`config.mk`:
```
export PLATFORM = sky130hd
export DESIGN_NAME = rational_arith_unit
export DESIGN_NICKNAME = d
export VERILOG_FILES = /design/src/rtl/rau_pkg.sv /design/src/rtl/rational_arith_unit.sv /design/src/rtl/rau_divider.sv
export SDC_FILE = /design/constraint.sdc
export NUM_CORES = 2
export LEC_CHECK = 0
export BUFFER_PORTS_ARGS = -buffer_cell sky130_fd_sc_hd__buf_2
export CAP_MARGIN = 30
export CORE_AREA = 2 2 247 493
export DETAILED_ROUTE_END_ITERATION = 6
export DIE_AREA = 0 0 249 495
export SYNTH_ARGS = -nofsm -noshare
export SYNTH_HDL_FRONTEND = slang
export SYNTH_HIERARCHICAL = 1
export SYNTH_SLANG_ARGS = --single-unit
export TNS_END_PERCENT = 30
```
`constraint.sdc`:
```
create_clock -name i_clk -period 19.1 [get_ports i_clk]
set_input_delay 0 -clock i_clk [delete_from_list [all_inputs] [get_ports i_clk]]
set_output_delay 0 -clock i_clk [all_outputs]
set_load 0.01 [all_outputs]
```
`src/rtl/rau_pkg.sv`:
```
// Shared types and constants for the rational arithmetic unit.
package rau_pkg;
    localparam int NUM_OUT_BITS = 34;
    localparam int DEN_OUT_BITS = 33;

    typedef enum logic [1:0] {
        OP_ADD = 2'd0,
        OP_SUB = 2'd1,
        OP_MUL = 2'd2,
        OP_DIV = 2'd3
    } t_op;

    typedef struct packed {
        logic start;
    } t_div_ctl;
endpackage

```
`src/rtl/rational_arith_unit.sv`:
```
// Top level: sequencer around one multiplier and one shared divider.
// Channel | Signals                                    | Direction
// input   | i_valid/o_ready, op, a/b num/den           | in
// output  | o_valid/i_ready, res_num, res_den, error   | out
// Result follows the multiply states, the gcd divisions and the two divisions by the gcd.
// Add and subtract use a third product; error and zero-numerator items skip the divider.
// Gcd Euclid steps dominate; each step is one full pass of the bit-serial divider.
// Reset clears the sequencer; the result register holds until taken.
// A full result register holds the sequencer in its output state; input is ready only in idle.
module rational_arith_unit
    import rau_pkg::*;
#(
    parameter int OPERAND_WIDTH = 16
) (
    input  logic                            i_clk,
    input  logic                            i_rst_n,
    input  logic                            i_valid,
    output logic                            o_ready,
    input  logic [1:0]                      i_op,
    input  logic signed [OPERAND_WIDTH-1:0] i_a_num,
    input  logic signed [OPERAND_WIDTH-1:0] i_a_den,
    input  logic signed [OPERAND_WIDTH-1:0] i_b_num,
    input  logic signed [OPERAND_WIDTH-1:0] i_b_den,
    output logic                            o_valid,
    input  logic                            i_ready,
    output logic signed [NUM_OUT_BITS-1:0]  o_res_num,
    output logic [DEN_OUT_BITS-1:0]         o_res_den,
    output logic                            o_error
);
    localparam int OW = OPERAND_WIDTH;
    localparam int PW = 2 * OW;
    localparam int MW = PW + 2;

    typedef enum logic [3:0] {
        S_IDLE, S_MUL0, S_MUL1, S_MUL2, S_SUM, S_GCD, S_GWAIT, S_DNUM, S_WNUM,
        S_DDEN, S_WDEN, S_OUT
    } t_state;

    t_state        r_state;
    t_op           r_op;
    logic [OW-1:0] r_an, r_ad, r_bn, r_bd;
    logic          r_san, r_sad, r_sbn, r_sbd;
    logic [PW-1:0] r_p0;
    logic [MW-1:0] r_nm, r_dm, r_x, r_y, r_g, r_rn;
    logic          r_nneg, r_dneg;
    logic          r_valid, r_err;
    logic signed [NUM_OUT_BITS-1:0] r_onum;
    logic [DEN_OUT_BITS-1:0] r_oden;
    logic signed [NUM_OUT_BITS-1:0] r_res_num;
    logic [DEN_OUT_BITS-1:0] r_res_den;
    logic          r_res_err;

    logic [OW-1:0] n_ma, n_mb;
    logic [PW-1:0] n_prod;
    t_div_ctl      n_ctl;
    logic [MW-1:0] n_dvd, n_dvs;
    logic          d_done;
    logic [MW-1:0] d_q, d_r;

    function automatic logic [OW-1:0] f_mag(input logic [OW-1:0] v);
        return v[OW-1] ? (~v + 1'b1) : v;
    endfunction

    always_comb begin
        case (r_state)
            S_MUL0:  begin n_ma = r_an; n_mb = (r_op == OP_DIV) ? r_bd : r_bd; end
            S_MUL1:  begin n_ma = r_ad; n_mb = (r_op == OP_DIV) ? r_bn : r_bd; end
            S_MUL2:  begin n_ma = r_ad; n_mb = r_bn; end
            default: begin n_ma = r_an; n_mb = r_bn; end
        endcase
    end
    always_comb begin
        if (r_state == S_MUL0 && r_op == OP_MUL) n_prod = r_an * r_bn;
        else n_prod = n_ma * n_mb;
    end

    always_comb begin
        n_ctl.start = (r_state == S_GCD) || (r_state == S_DNUM) || (r_state == S_DDEN);
        case (r_state)
            S_DNUM:  begin n_dvd = r_nm; n_dvs = r_g; end
            S_DDEN:  begin n_dvd = r_dm; n_dvs = r_g; end
            default: begin n_dvd = r_x;  n_dvs = r_y; end
        endcase
    end

    rau_divider #(.W(MW)) u_div (
        .i_clk      (i_clk),
        .i_rst_n    (i_rst_n),
        .i_ctl      (n_ctl),
        .i_dividend (n_dvd),
        .i_divisor  (n_dvs),
        .o_done     (d_done),
        .o_quot     (d_q),
        .o_rem      (d_r)
    );

    always_ff @(posedge i_clk) begin
        if (!i_rst_n) begin
            r_state <= S_IDLE;
            r_valid <= 1'b0;
        end else begin
            if (r_state == S_OUT && (!r_valid || i_ready)) r_valid <= 1'b1;
            else if (r_valid && i_ready) r_valid <= 1'b0;
            case (r_state)
                S_IDLE: if (i_valid) begin
                    r_op  <= t_op'(i_op);
                    r_an  <= f_mag(i_a_num); r_san <= i_a_num[OW-1];
                    r_ad  <= f_mag(i_a_den); r_sad <= i_a_den[OW-1];
                    r_bn  <= f_mag(i_b_num); r_sbn <= i_b_num[OW-1];
                    r_bd  <= f_mag(i_b_den); r_sbd <= i_b_den[OW-1];
                    r_state <= S_MUL0;
                end
                S_MUL0: begin
                    r_p0 <= n_prod;
                    if (r_ad == '0 || r_bd == '0 || (r_op == OP_DIV && r_bn == '0)) begin
                        r_err <= 1'b1; r_onum <= '0; r_oden <= '0; r_state <= S_OUT;
                    end else begin
                        r_err <= 1'b0; r_state <= S_MUL1;
                    end
                end
                S_MUL1: begin
                    r_dneg <= (r_op == OP_DIV) ? (r_sad ^ r_sbn) : (r_sad ^ r_sbd);
                    r_dm <= MW'(n_prod);
                    if (r_op == OP_ADD || r_op == OP_SUB) r_state <= S_MUL2;
                    else begin
                        r_nm   <= MW'(r_p0);
                        r_nneg <= (r_op == OP_DIV) ? (r_san ^ r_sbd) : (r_san ^ r_sbn);
                        r_state <= S_SUM;
                    end
                end
                S_MUL2: begin
                    r_state <= S_SUM;
                    if (r_san ^ r_sbd ^ ((r_sad ^ r_sbn ^ (r_op == OP_SUB)) ^ (r_san ^ r_sbd))
                        == (r_san ^ r_sbd)) begin
                        r_nm <= MW'(r_p0) + MW'(n_prod);
                        r_nneg <= r_san ^ r_sbd;
                    end else if (r_p0 >= n_prod) begin
                        r_nm <= MW'(r_p0 - n_prod);
                        r_nneg <= r_san ^ r_sbd;
                    end else begin
                        r_nm <= MW'(n_prod - r_p0);
                        r_nneg <= r_sad ^ r_sbn ^ (r_op == OP_SUB);
                    end
                end
                S_SUM: begin
                    r_x <= r_nm; r_y <= r_dm;
                    if (r_nm == '0) begin
                        r_onum <= '0; r_oden <= '0; r_state <= S_OUT;
                    end else r_state <= S_GCD;
                end
                S_GCD: r_state <= S_GWAIT;
                S_GWAIT: if (d_done) begin
                    if (d_r == '0) begin
                        r_g <= r_y; r_state <= S_DNUM;
                    end else begin
                        r_x <= r_y; r_y <= d_r; r_state <= S_GCD;
                    end
                end
                S_DNUM: r_state <= S_WNUM;
                S_WNUM: if (d_done) begin r_rn <= d_q; r_state <= S_DDEN; end
                S_DDEN: r_state <= S_WDEN;
                S_WDEN: if (d_done) begin
                    r_onum <= (r_nneg ^ r_dneg) ? NUM_OUT_BITS'(~r_rn + 1'b1)
                                                : NUM_OUT_BITS'(r_rn);
                    r_oden <= DEN_OUT_BITS'(d_q);
                    r_state <= S_OUT;
                end
                S_OUT: if (!r_valid || i_ready) begin
                    r_res_num <= r_onum;
                    r_res_den <= r_oden;
                    r_res_err <= r_err;
                    r_state   <= S_IDLE;
                end
                default: r_state <= S_IDLE;
            endcase
        end
    end

    assign o_ready   = (r_state == S_IDLE);
    assign o_valid   = r_valid;
    assign o_res_num = r_res_num;
    assign o_res_den = r_res_den;
    assign o_error   = r_res_err;
endmodule

```
`src/rtl/rau_divider.sv`:
```
// Shared restoring divider, one quotient bit per cycle, giving quotient and remainder.
module rau_divider
    import rau_pkg::*;
#(
    parameter int W = 66
) (
    input  logic         i_clk,
    input  logic         i_rst_n,
    input  t_div_ctl     i_ctl,
    input  logic [W-1:0] i_dividend,
    input  logic [W-1:0] i_divisor,
    output logic         o_done,
    output logic [W-1:0] o_quot,
    output logic [W-1:0] o_rem
);
    localparam int CW = $clog2(W + 1);

    logic [W-1:0]  r_q;
    logic [W-1:0]  r_r;
    logic [W-1:0]  r_d;
    logic [CW-1:0] r_cnt;
    logic          r_busy;
    logic          r_done;
    logic [W:0]    n_sh;
    logic [W:0]    n_diff;

    assign n_sh   = {r_r, r_q[W-1]};
    assign n_diff = n_sh - {1'b0, r_d};

    always_ff @(posedge i_clk) begin
        if (!i_rst_n) begin
            r_busy <= 1'b0;
            r_done <= 1'b0;
            r_cnt  <= '0;
        end else begin
            r_done <= 1'b0;
            if (i_ctl.start) begin
                r_busy <= 1'b1;
                r_q    <= i_dividend;
                r_r    <= '0;
                r_d    <= i_divisor;
                r_cnt  <= CW'(W);
            end else if (r_busy) begin
                if (!n_diff[W]) begin
                    r_r <= n_diff[W-1:0];
                    r_q <= {r_q[W-2:0], 1'b1};
                end else begin
                    r_r <= n_sh[W-1:0];
                    r_q <= {r_q[W-2:0], 1'b0};
                end
                r_cnt <= r_cnt - 1'b1;
                if (r_cnt == CW'(1)) begin
                    r_busy <= 1'b0;
                    r_done <= 1'b1;
                end
            end
        end
    end

    assign o_done = r_done;
    assign o_quot = r_q;
    assign o_rem  = r_r;
endmodule

```
Word-level counts from Yosys, hierarchy flattened
Cells that the tools add are included.
{"block": "op_classes", "n_addsub": 10, "multipliers": 2, "n_lt_le_gt_ge": 1, "n_eq_ne": 25, "mux": 59, "bitwise": 15, "n_reduce_logical": 39}
{"operator": "2-to-1 mux 34 bit", "count": 16}
{"operator": "one-hot mux 34 bit (2 select lines)", "count": 4}
{"operator": "one-hot mux 34 bit (3 select lines)", "count": 1}
{"operator": "2-to-1 mux 33 bit", "count": 3}
{"operator": "one-hot mux 33 bit (3 select lines)", "count": 1}
{"operator": "zero test 34 bit", "count": 2}
{"operator": "subtractor 32 x 32 -> 33 bit", "count": 2}
{"operator": "adder 16 x 1 -> 16 bit, second input constant", "count": 4}
{"operator": "multiplier 16 x 16 -> 32 bit", "count": 2}
{"operator": "NOT 16 bit", "count": 4}
{"operator": "2-to-1 mux 15 bit", "count": 4}
{"operator": "zero test 16 bit", "count": 3}
{"operator": "one-hot mux 4 bit (12 select lines)", "count": 1}
{"operator": "subtractor 35 x 34 -> 35 bit", "count": 1}
{"operator": "adder 34 x 1 -> 34 bit, second input constant", "count": 1}
{"operator": "NOT 34 bit", "count": 1}
{"operator": "adder 32 x 32 -> 33 bit", "count": 1}
{"operator": ">= comparator 32 bit", "count": 1}
{"operator": "2-to-1 mux 16 bit", "count": 2}
{"operator": "2-to-1 mux 32 bit", "count": 1}
{"operator": "one-hot mux 16 bit (2 select lines)", "count": 1}
{"operator": "2-to-1 mux 4 bit", "count": 7}
{"operator": "equality test 4 x 3 -> 1 bit, second input constant", "count": 4}
{"operator": "equality test 4 bit, second input constant", "count": 4}
{"operator": "other kinds (29)", "count": 80}
{"block": "totals", "register_bits": 557, "in_bits": 70, "out_inout_bits": 70, "word_cells": 188}

Longest topological paths before layout
{"block": "depth", "depth_word": 9, "ltp_mapped": 46, "depth_no_buf": 39}

By module
The synthesis kept the hierarchy.
{"mod": "rational_arith_unit", "instances": 1, "cells_per_inst": 4258, "area_each_um2": 41357.2, "seq_area_each_um2": 13372.8}
{"mod": "rau_divider", "instances": 1, "cells_per_inst": 529, "area_each_um2": 6218.5, "seq_area_each_um2": 3223.1}

Least setup slack after synthesis
No wires, ideal clock.
{"block": "synth_timing", "kind": "reg2reg", "start": "register r_state[1]", "end": "register r_nm[14] (data pin)", "setup_ns": 0.264, "arrival_time_ns": 9.863, "t_required_ns": 18.836, "slack_ns": 8.973, "stages_incl_launch_ff": 45, "path_buffers": 7, "synth_period_minus_slack_ns": 10.127, "cell_sequence": "dfxtp_1 > clkbuf_1 > nor2b_1 > a21oi_1 > or3_1 > clkbuf_1 > buf_1 > mux2i_1 > clkbuf_1 > nor2_1 > fa_1 > inv_1 > fa_1 > fa_1 > fa_1 > inv_1 > fa_1 > inv_1 > [... 9 more ...] > o21bai_1 > xor2_1 > nand2_1 > o21ai_0 > ha_1 > buf_2 > a21o_1 > o21ba_2 > o21ai_0 > a221oi_2 > and2_1 > buf_4 > nand2_4 > buf_8 > mux2_1 > a22oi_1 > xnor2_1 > o21ai_1"}
{"block": "synth_between", "elab_chain_len": 9, "elab_cells_between_ends": 16, "classes_between": "add/sub (3); mul (1); order compare (1); eq/ne (3); mux (6); reduce/logical (2)"}
{"element": "from (decl)", "line": "rational_arith_unit.sv:39", "source": "t_state r_state;"}
{"element": "from (signal assigned)", "line": "rational_arith_unit.sv:99", "source": "r_state <= S_IDLE;"}
{"element": "from (signal assigned)", "line": "rational_arith_unit.sv:111", "source": "r_state <= S_MUL0;"}
{"element": "from (signal assigned)", "line": "rational_arith_unit.sv:116", "source": "r_err <= 1'b1; r_onum <= '0; r_oden <= '0; r_state <= S_OUT;"}
{"element": "equality test 4 x 2 -> 1 bit", "line": "rational_arith_unit.sv:65", "source": "case (r_state)"}
{"element": "OR reduction 2 bit (no source line)"}
{"element": "2-to-1 mux 16 bit", "line": "rational_arith_unit.sv:65"}
{"element": "multiplier 16 x 16 -> 32 bit", "line": "rational_arith_unit.sv:74", "source": "else n_prod = n_ma * n_mb;"}
{"element": "2-to-1 mux 32 bit *", "line": "rational_arith_unit.sv:73", "source": "if (r_state == S_MUL0 && r_op == OP_MUL) n_prod = r_an * r_bn;"}
{"element": "via n_prod[28]", "line": "rational_arith_unit.sv:54", "source": "logic [PW-1:0] n_prod;"}
{"element": ">= comparator 32 bit *", "line": "rational_arith_unit.sv:137", "source": "end else if (r_p0 >= n_prod) begin"}
{"element": "2-to-1 mux 34 bit *", "line": "rational_arith_unit.sv:137"}
{"element": "2-to-1 mux 34 bit *", "line": "rational_arith_unit.sv:133", "source": "if (r_san ^ r_sbd ^ ((r_sad ^ r_sbn ^ (r_op == OP_SUB)) ^ (r_san ^ r_sbd))"}
{"element": "one-hot mux 34 bit (2 select lines) *", "line": "rational_arith_unit.sv:104", "source": "case (r_state)"}
{"element": "to (signal assigned)", "line": "rational_arith_unit.sv:135", "source": "r_nm <= MW'(r_p0) + MW'(n_prod);"}
{"element": "to (signal assigned)", "line": "rational_arith_unit.sv:138", "source": "r_nm <= MW'(r_p0 - n_prod);"}
{"element": "to (signal assigned)", "line": "rational_arith_unit.sv:141", "source": "r_nm <= MW'(n_prod - r_p0);"}
{"element": "to (decl)", "line": "rational_arith_unit.sv:44", "source": "logic [MW-1:0] r_nm, r_dm, r_x, r_y, r_g, r_rn;"}
Mark *: on every way through the listed nets, which the timed path passes. The rest lies on a longest branch.
A chain may end at the register's enable or synchronous reset.

Worst setup path in the final report
{"block": "layout_timing", "start": "register r_state[1]", "end": "register r_nm[17] (data pin)"}
Same word-level chain as after synthesis.

==> results.yml <==
clock_tree:
  clock_latency_ns: 0.67
  clockBufferDepth: 3
  cts_tree: "yes"
  htree_levels: 2
  cts_resized: 0
  hold_buffers: 113
  clk_pin_slew_ns: 0.07
  cts_buffers: 56
  post_cts_buffers: 0
  root_buffer: "clkbuf_16"
  clock_sinks: 557
sta:
  drv_slew: 0
  hold_viol_final: 0
  slew_headroom_pct: 29.0
  fmax_mhz: 82.7
  setup_viol: 0
  fin_tns_setup_ns: 0
  worst_slew_pin_slew_ns: 1.03
  period_share_pct: 63.3
  rsz0062_at_grt: "false"
  finalCriticalPeriod_ns: 12.09
  finClkSkew_ns: 0.0733
logic_synthesis:
  synth.most_common_cell: "nand2_1"
  synth_area_um2: 47600
  ys_ff_latch: 557
  synth_ff_type: "edfxtp_1"
  synth_top_area_share_pct: 34.3
  ys_async_sr_fraction_pct: 0
  yosys-top-cells-area: "edfxtp_1, fa_1, ha_1"
  syn-num-nets: 5594
  synth-edff-count: 544
  synth_common_cells: "nand2_1, inv_1, edfxtp_1, fa_1, ha_1"
  yosysUniqueCellTypes: 102
  ys_warn_count: 6
  yosys.area.top_type: "edfxtp_1"
  netlist_instances: 4787
  yosysSeqAreaShare_pct: 34.9
  synth_area_per_cell_um2: 9.94
critical_path:
  critPathArrivalTime_ns: 12.48
  worstSetupEndpointType: "flip-flop"
  slowest_stage: "mux2i_1"
  startpoint: "r_state[1]"
  startpoint_type: "flip-flop"
  crit_fanout: 33
  max_stage_delay_ns: 0.91
  path_class: "reg -> reg"
  reg2reg_setup_slack_ns: 7.01
  reg2reg_from: "r_state[1]"
  cp_data_required_time_ns: 19.49
  crit_top_cell: "fa_1"
grt:
  grt_pass1_vias: 37124
  gr-total-overflow: 0
  grt_max_degree: 71
  grt_antenna_before_repair: 2
  grtUsageTotal_pct: 24.4
  grt_pass1_wl_mm: 229
die:
  initial_core_util_pct: 39.8
  die_area_um2: 123000
  die_w_um: 249
  die_y_um: 495
  rows: 180
  core_area_um2: 120000
  pin_count: 140
worst_hold_path:
  worst_hold_path_type: "in -> reg"
  min-delay-start: "i_ready"
cells_and_area:
  drive_above_1_share_pct: 9.61
  finalNetCount: 5786
  area_growth_pct: 11.9
placed_design:
  port_buffers: 139
  dpl.hpwl_mm: 116
  routabilityCongestion: 0.995
detailed_routing:
  drt_iter0_markers: 2836
  first_pass_iters: 6
  wire_per_inst_um: 22.9
  drtAntennaViolNets: 0
  drt-vias-per-instance: 5.52
  drc: 0
  wl_mm: 150
  vias: 36260
outcome:
  outcome: "completed"
flow_run:
  max-cap-violations: 0
[layout by cell type, fill, tap and decap left out, types with 10 or more instances in the layout]
cell and instances:
nor3_1 49, dfxtp_1 13, inv_1 587, xnor2_1 139
buf_2 140, a31oi_1 24, bufinv_16 10, mux2i_1 76
nor2b_1 32, nand2_1 747, nand4_1 16, clkinv_1 14
nand3_1 52, a21o_1 65, or2_2 13, o21ai_0 157
and2_1 153, xor2_1 55, nand2b_1 30, a21boi_0 13
o21a_1 32, edfxtp_1 544, a21oi_1 202, nor2_1 338
buf_4 68, dlygate4sd3_1 113, mux2_2 103, and3_1 18
fa_1 392, nor4_1 39, clkbuf_16 56, or3_1 30
a31o_2 10, a211oi_1 19, o31ai_1 32, ha_1 345
a22oi_1 38, o21bai_1 31, o211ai_1 14, o22ai_1 11
[final cells by class]
cell class                 count  area, µm²
clock inverter                41        527
multi-input combinational   3450      28100
timing repair buffer         325       2450
antenna                        1       2.50
clock buffer                  63       1430
tap                         1547       1940
inverter                     589       2210
fill                       11237      66300
sequential                   557      16600
[final timing paths]
path | cells past startpoint | endpoint
setup / recovery | 36 | r_nm[17]
hold / removal | 4 | r_state[0]
setup reg to reg | 36 | r_nm[17]
hold reg to reg | 0 | o_res_den[24]
[routing by layer]
metal	part of all wire [%]	up-vias	wire length [µm]	track usage, %
met1	41	18047	60900	30.6
met4	6.7	0	10100	13.3
met5	0	-	0	0
met2	47	1367	70700	41.0
met3	5.8	314	8680	2.94
li1	-	16532	-	-
[worst max-delay path, delay by kind of cell, from the launching register on]
family	cells	cell delay, ns
fa+ha+maj	8	3.78
compound gates	14	3.55
simple gates	7	1.88
mux	1	0.91
flops	1	0.74
buf+inv	4	0.60
xor+xnor	2	0.34
[kinds of logic after synthesis]
group / Yosys count / share of synthesized area (%)
AO/OA/AOI/OAI: 764 / 10.6
AND/OR/NAND/NOR: 1571 / 14.8
buffers and inverters: 780 / 6.36
multiplexers: 181 / 4.08
XOR/XNOR: 197 / 3.64
flip-flops: 557 / 34.9
adder cells (fa/ha/maj): 737 / 25.6
[sequential cells by signal (all words and copies together), names as in the netlist, 2 cells and up]
| register | flops |
|---|---|
| r_bn | 16 |
| r_p0 | 32 |
| r_oden | 33 |
| u_div/o_rem | 34 |
| r_bd | 16 |
| r_x | 34 |
| u_div/r_cnt | 6 |
| r_rn | 34 |
| r_onum | 34 |
| r_an | 16 |
| r_state | 4 |
| r_nm | 34 |
| o_res_den | 33 |
| r_g | 34 |
| u_div/r_d | 34 |
| r_y | 34 |
| u_div/o_quot | 34 |
| o_res_num | 34 |
| r_dm | 32 |
| r_ad | 16 |
| r_op | 2 |
[per-stage QoR]
stage	hold slack (ns)	setup slack, ns	util (%)	cell area [µm²]	std cells
6_report	0.0904	7.01	44.5	53200	6573
5_1_grt	0.104	6.39	44.5	53200	6572
4_1_cts	0.0593	7.19	44.4	53100	6568
3_3_place_gp	0.209	7.39	41.8	50000	6348
2_1_floorplan	0.0989	8.97	-	47600	4787
3_5_place_dp	0.209	7.18	41.9	50000	6351
Power is left out: the tool's default activity adds up to more than one toggle a clock period on the data nets, which glitch-free logic cannot reach.
